## config.mk

```make
export PLATFORM = sky130hd
export DESIGN_NAME = dhfk_front
export DESIGN_NICKNAME = d
export VERILOG_FILES = /design/src/dhfk_pkg.sv /design/src/dhfk_front.sv
export SDC_FILE = /design/constraint.sdc
export NUM_CORES = 1
export LEC_CHECK = 0
export BUFFER_PORTS_ARGS = -buffer_cell sky130_fd_sc_hd__buf_2
export CORE_AREA = 2 2 190 192
export DETAILED_ROUTE_END_ITERATION = 16
export DIE_AREA = 0 0 192 194
export GPL_ROUTABILITY_DRIVEN = 0
export PLACE_DENSITY = 0.84
export SLEW_MARGIN = 10
export SYNTH_ARGS = -nofsm -noshare
export SYNTH_HDL_FRONTEND = slang
export SYNTH_SLANG_ARGS = --single-unit
```

## constraint.sdc

```tcl
create_clock -name clk_i -period 17.4 [get_ports clk_i]
set_input_delay 0.87 -clock clk_i [delete_from_list [all_inputs] [get_ports clk_i]]
set_output_delay 0.87 -clock clk_i [all_outputs]
set_load 0.02 [all_outputs]
```

## src/dhfk_pkg.sv

```systemverilog
// ----------------------------------------------------------------------------
// dhfk_pkg
// Shared types and constants of the modified DH forward kinematics chain.
// ----------------------------------------------------------------------------
package dhfk_pkg;

  localparam int DATA_BITS    = 32;
  localparam int ANGLE_BITS   = 16;
  localparam int ROT_FRAC     = DATA_BITS - 2;
  localparam int MUL_W        = 2 * DATA_BITS - ROT_FRAC + 1;
  localparam int CORDIC_STEPS = 32;
  localparam int STEP_BITS    = $clog2(CORDIC_STEPS);
  localparam int CORDIC_W     = 34;
  localparam int NUM_ROWS     = 3;
  localparam int LAST_ROW     = NUM_ROWS - 1;

  localparam logic signed [CORDIC_W-1:0] CORDIC_GAIN = 34'sd652032874;

  localparam logic signed [31:0] ATAN_TAB [CORDIC_STEPS] = '{
    32'sd536870912, 32'sd316933406, 32'sd167458907, 32'sd85004756,
    32'sd42667331,  32'sd21354465,  32'sd10679838,  32'sd5340245,
    32'sd2670163,   32'sd1335087,   32'sd667544,    32'sd333772,
    32'sd166886,    32'sd83443,     32'sd41722,     32'sd20861,
    32'sd10430,     32'sd5215,      32'sd2608,      32'sd1304,
    32'sd652,       32'sd326,       32'sd163,       32'sd81,
    32'sd41,        32'sd20,        32'sd10,        32'sd5,
    32'sd3,         32'sd1,         32'sd1,         32'sd0
  };

  typedef enum logic {
    CMD_LOAD  = 1'b0,
    CMD_JOINT = 1'b1
  } cmd_e;

  typedef struct packed {
    cmd_e                          cmd;
    logic [1:0]                    row_select;
    logic signed [DATA_BITS-1:0]   base_col0;
    logic signed [DATA_BITS-1:0]   base_col1;
    logic signed [DATA_BITS-1:0]   base_col2;
    logic signed [DATA_BITS-1:0]   base_trans;
    logic signed [ANGLE_BITS-1:0]  alpha_angle;
    logic signed [DATA_BITS-1:0]   link_length;
    logic signed [ANGLE_BITS-1:0]  theta_angle;
    logic signed [DATA_BITS-1:0]   link_offset;
    logic                          first_joint;
  } in_item_t;

  typedef struct packed {
    logic [1:0]                    row_index;
    logic signed [DATA_BITS-1:0]   rot_col0;
    logic signed [DATA_BITS-1:0]   rot_col1;
    logic signed [DATA_BITS-1:0]   rot_col2;
    logic signed [DATA_BITS-1:0]   trans_out;
    logic                          last_row;
  } out_item_t;

  typedef struct packed {
    logic     valid;
    in_item_t item;
  } job_t;

endpackage

```

## src/dhfk_front.sv

```systemverilog
// ----------------------------------------------------------------------------
// dhfk_front
// Input side: accepts items, drops loads to a nonexistent row, queues the rest.
// ----------------------------------------------------------------------------
module dhfk_front (
  input  logic               clk_i,
  input  logic               rst_ni,
  input  logic               push,
  output logic               full,
  input  dhfk_pkg::in_item_t in_item_i,
  output dhfk_pkg::job_t     job_o,
  input  logic               job_pop_i
);
  import dhfk_pkg::*;

  localparam int Depth = 2;
  localparam int PtrW  = $clog2(Depth);
  localparam int CntW  = $clog2(Depth + 1);

  in_item_t        fifo_q [Depth];
  logic [PtrW-1:0] wr_q, rd_q;
  logic [CntW-1:0] cnt_q, cnt_d;
  logic            accept, keep, take;

  assign full   = (cnt_q == CntW'(Depth));
  assign accept = push & ~full;
  // a load to row three has no effect at all
  assign keep   = accept & ((in_item_i.cmd == CMD_JOINT) ||
                            (in_item_i.row_select < 2'(NUM_ROWS)));
  assign take   = job_pop_i & (cnt_q != '0);

  always_comb begin
    cnt_d = cnt_q;
    if (keep && !take) cnt_d = cnt_q + 1'b1;
    else if (!keep && take) cnt_d = cnt_q - 1'b1;
  end

  assign job_o.valid = (cnt_q != '0);
  assign job_o.item  = fifo_q[rd_q];

  always_ff @(posedge clk_i or negedge rst_ni) begin
    if (!rst_ni) begin
      wr_q  <= '0;
      rd_q  <= '0;
      cnt_q <= '0;
    end else begin
      cnt_q <= cnt_d;
      if (keep) wr_q <= wr_q + 1'b1;
      if (take) rd_q <= rd_q + 1'b1;
    end
  end

  always_ff @(posedge clk_i) begin
    if (keep) fifo_q[wr_q] <= in_item_i;
  end

endmodule

```

* After elaboration in Yosys (flattened, before gate mapping)
Memory sizes are Yosys's and may differ from the RTL's.
Cells that the tools add are included.
** Operators by class
- Add/sub/neg operators :: 4
- Multipliers :: 0
- Divide/modulo/power cells :: 0
- Magnitude comparators :: 1
- Equal/unequal tests :: 1
- Shift operators :: 0
- Mux-type cells :: 4
- Bitwise operators :: 4
- Reduce and logical (&&, ||, !) cells :: 7
** Operators with widths (count)
- $mux W2 :: 2
- $reduce_bool A2 Y1 :: 2
- $and A1 B1 Y1 :: 3
- $add A1 B1 Y1 const B :: 2
- $add A2 B1 Y2 const B :: 1
- $eq A2 B2 Y1 const B :: 1
- $logic_and A1 B1 Y1 :: 2
- $logic_not A1 Y1 :: 2
- $lt A2 B2 Y1 const B :: 1
- $mux W1 :: 2
- $sub A2 B1 Y2 const B :: 1
- $logic_or A1 B1 Y1 :: 1
- $not A1 Y1 :: 1
** Word-level totals
- Register bits :: 4
- Bits in latches :: 0
- Memory bits (writable) :: 456
- Memory bits (read-only) :: 0
- Input port bits :: 232
- Logic and storage cells :: 25
- Memories :: 1
** Memory list
- fifo_q :: depth 2, width 228, read ports 1, clocked after Yosys merged registers in 0, wr ports 1, line dhfk_front.sv:20 : in_item_t fifo_q [Depth];

* Depth between registers and ports, before layout
- Depth after elaboration :: 8
- Mapped depth :: 7
- Mapped depth without buffers :: 7

* Least setup slack after synthesis
Ideal clock, no wire load.
- Path kind :: input -> register
- Start :: input port in_item_i[226] (netlist bit)
- End :: memory fifo_q[0][0] (netlist bit) (enable)
- Arrival time :: 10594 ps
- Data required time :: 16578 ps
- Setup slack :: 5984 ps
- Stages :: 3
- Path buffers :: 0
- Path through :: nand2_1 -> o221ai_1 -> nor2_1
** Between the ends
- Cells in the longest elaborated chain, start to end :: 5
** Ends and longest elaborated chain
- start: declaration :: line dhfk_front.sv:10 : input dhfk_pkg::in_item_t in_item_i,
- $lt A2 B2 Y1 :: line dhfk_front.sv:29 : (in_item_i.row_select < 2'(NUM_ROWS)));
- $logic_or A1 B1 Y1 :: line dhfk_front.sv:28 : assign keep = accept & ((in_item_i.cmd == CMD_JOINT) ||
- $and A1 B1 Y1 :: line dhfk_front.sv:28
- $mux W1 :: line dhfk_front.sv:54 : if (keep) fifo_q[wr_q] <= in_item_i;
- $mux W1 (implied by the code) :: line dhfk_front.sv:54
- end: declaration :: line dhfk_front.sv:20
No other way between the ends.

==> results.md <==
Setup path:
- The maximum net fanout on the critical path is 63.
- For this design, the slowest cell found on the critical path is sky130_fd_sc_hd__buf_4.
- The worst reg-to-reg setup slack is 13.72 ns.
- The startpoint kind of the worst setup timing path is a flop.
- The startpoint identified for the worst register-to-register timing path is cnt_q[1].
- The terminus of the critical flop-to-flop path is fifo_q[0][51].
- The most frequent cell on the critical path is sky130_fd_sc_hd__buf_4.
- The critical path endpoint category is an output port.
- The startpoint-to-endpoint class of the critical path is reg2out.
- The worst path required time is 16.53 ns.
- The worst register-to-register path has a depth of 5.
- In this design, the stage delay of the slowest critical-path cell is 0.77 ns.
- The signal arrival time at the worst endpoint is 3.50 ns.
- The critical path goes through buf_4 > buf_4 > mux2_2 > buf_2.

Power:
- The total power is 0.00363 W.
- The maximum vdd ir drop is 0.000151 V.
- The power density normalized to cell area is 174 nW/um^2.
- The static power due to leakage is 7.76 nW.

Floorplanning:
- The number of cell rows is 69.
- The die is 194 um tall.
- The placeable core area is 35200 um^2.
- The effective utilization at floorplan is 47.5%.
- The total I/O pin count is 462.
- The die covers 37200 um^2.
- The die is 192 um wide.

STA:
- The worst path uses 25.1% of the clock period.
- The clock skew after layout is 0.00989 ns.
- Measured against its own limit, the worst slew margin works out to 24.9%.
- Setup violations remaining at the end of the flow were counted as 0.
- For the final routed database, the setup TNS stands at 0 ns.
- Based on the critical path, the design can be clocked at up to 0.229 GHz.
- The number of hold violations in the final report is 0.
- The total count of max-transition violations in the final report is 0.
- For the pin with the worst max-slew slack, the measured transition is 1.13 ns.
- The shortest clock period the worst path allows after layout is 4.37 ns.
- Setup repair after global routing left no endpoint under its margin.
- The worst-case hold slack is 0.134 ns.

GRT:
- The first-pass GRT wire length is 50100 um.
- The total grt overflow is 0.
- Entering global routing, the biggest net connects 81 pins.
- Across every metal layer, demand over resource in global routing totals 17.7%.
- The number of antenna violations at the first check in global routing is 2.
- The number of global-route vias before repair is 9194.

Drt:
- The routed design has 34100 um of wire.
- The violation count after the first detailed-route iteration is 384.
- The detailed router placed 8642 vias in this run.
- The via density per instance is 5.03.
- The wire length per cell after detailed routing is 19.9 um.
- The pre-antenna-repair detailed-routing pass consisted of 6 iterations.
- Once detail routing completed, the nets flagged for antenna violations numbered 0.
- The number of design rule violations left after detail routing is 0.

CTS:
- The number of sinks on the clock net is 460.
- The H-tree level count is 2.
- The number of hold buffers added after CTS was 0.
- The clock root buffer is sky130_fd_sc_hd__clkbuf_16.
- Post-CTS repair changed the size of 0 cells.
- After clock tree synthesis, the clock-pin slew on the worst setup and hold paths is 0.06 ns.
- Once the clock tree was built, the setup fixing pass inserted 0 buffers.
- TritonCTS built the clock tree.
- The later pin in the worst-skew pair is clocked with a latency of 0.53 ns.
- The number of clock buffers inserted by TritonCTS is 45.
- Counting along the longest clock path gives a buffer depth of 3.

Layout:
- At the end of the flow, the number of nets in the layout was 1455.
- The top cell types in the final layout, fill and taps aside, are 461 x sky130_fd_sc_hd__buf_2, 456 x sky130_fd_sc_hd__edfxtp_1, 228 x sky130_fd_sc_hd__mux2_2.
- In the final layout, the share of cells above drive strength 1 is 60.9%.
- The post-layout instance count excluding filler cells is 1718.
- The library cell used most frequently in the layout, excluding fill and tap cells, is sky130_fd_sc_hd__buf_2.
- The area growth from synthesis to layout is 24.6%.
- The share of the core filled with cells is 59.2%.

Synthesis:
- A synthesized cell averages 22.9 um^2.
- By area the synthesized netlist is led by sky130_fd_sc_hd__edfxtp_1 82%, sky130_fd_sc_hd__mux2_2 15%, sky130_fd_sc_hd__buf_6 1.5%.
- The proportion of synthesized chip area in sequential cells is 82.4%.
- The synthesized area is 16700 um^2.
- Counting every net in the synthesized netlist gives 963.
- The largest area contributor in the netlist is sky130_fd_sc_hd__edfxtp_1.
- After synthesis, the netlist uses 14 different library cells.
- The number of storage elements in the synthesis netlist is 460.
- The cell count after synthesis came out at 730.
- During synthesis, Yosys emitted a total of 0 warnings.
- The synthesized design devotes to its leading area cell type 81.8% of total area.

Flow run:
- Max-cap violations in this run came to 0.

Status:
- The flow ran to the end, and the final reports show no timing, DRC or antenna violations.

Placed design:
- The total instance count after detailed placement is 1636.
- Buffers placed on the I/O ports in this run total 461.
- The wire-length estimate of the detail-placed layout is 23100 um.

Min path:
- The class of the most critical hold timing path is in2async.
==> area by class of cell <==
| cell class | count | area, um^2 |
|---|---|---|
| antenna | 2 | 5.00 |
| clock buffer | 52 | 1150 |
| clock inverter | 28 | 269 |
| fill | 2562 | 14400 |
| inverter | 3 | 11.3 |
| multi-input combinational | 242 | 2680 |
| sequential | 460 | 13800 |
| tap | 461 | 577 |
| timing repair buffer | 470 | 2370 |
==> worst max-delay path: cells and delay by family, from the launching register on <==
| family | cells | cell delay [ns] |
|---|---|---|
| buf+inv | 3 | 1.63 |
| flops | 1 | 0.76 |
| mux | 1 | 0.43 |
==> cell families (layout without fill, tap and decap cells) <==
logic type               count (synthesis)  in the layout  share of synthesized area (%)
flip-flops                             460            460                           82.4
multiplexers                           228            228                           15.3
buffers and inverters                   28            553                           1.69
AND/OR/NAND/NOR                          7              7                          0.172
XOR/XNOR                                 5              5                          0.262
adder cells (fa/ha/maj)                  1              1                         0.0747
AO/OA/AOI/OAI                            1              1                         0.0523
other                                    0              2                              0
==> state kept, by name, summed over array words and instances, names as in the netlist <==
signal / count
rd_q: 1
cnt_q: 2
wr_q: 1
fifo_q: 456
==> how the worst max path moves through the flow <==
stage / from / to / depth (start not counted)
floorplan: in_item_i[226] / fifo_q[0][0] / 3
global placement: in_item_i[226] / fifo_q[0][101] / 6
detailed placement: in_item_i[226] / fifo_q[0][149] / 6
CTS: rd_q / job_o[153] / 4
global route: rd_q / job_o[153] / 4
finish: rd_q / job_o[85] / 4
==> metrics by stage <==
stage	worst slack (ns)	area [um^2]
after floorplan	5.98	16700
after CTS	12.99	20900
after global routing	12.83	20900
after detailed placement	13.20	19400
final	13.03	20900
after global placement	13.29	19400
==> cell usage after synthesis <==
cell / number
sky130_fd_sc_hd__nand2_1: 2
sky130_fd_sc_hd__mux2_2: 228
sky130_fd_sc_hd__buf_4: 1
sky130_fd_sc_hd__buf_6: 23
sky130_fd_sc_hd__nor2_1: 4
sky130_fd_sc_hd__ha_1: 1
sky130_fd_sc_hd__buf_2: 1
sky130_fd_sc_hd__xor2_1: 1
sky130_fd_sc_hd__edfxtp_1: 456
sky130_fd_sc_hd__dfrtp_1: 4
sky130_fd_sc_hd__xnor2_1: 4
sky130_fd_sc_hd__or2_2: 1
sky130_fd_sc_hd__inv_1: 3
sky130_fd_sc_hd__o221ai_1: 1
==> power by group <==
part           total (W)  switching [W]  internal (W)
Combinational    0.00114       0.000712      0.000430
Sequential       0.00155      0.0000662       0.00149
Clock           0.000930       0.000382      0.000548
Total            0.00363        0.00116       0.00247
==> layer usage <==
| metal | track usage [%] | wire (um) |
|---|---|---|
| met1 | 19.3 | 12300 |
| met3 | 6.12 | 3250 |
| met4 | 5.80 | 943 |
| met5 | 0 | 0 |
| met2 | 32.0 | 17700 |
Power figures use the tool's default switching activity.
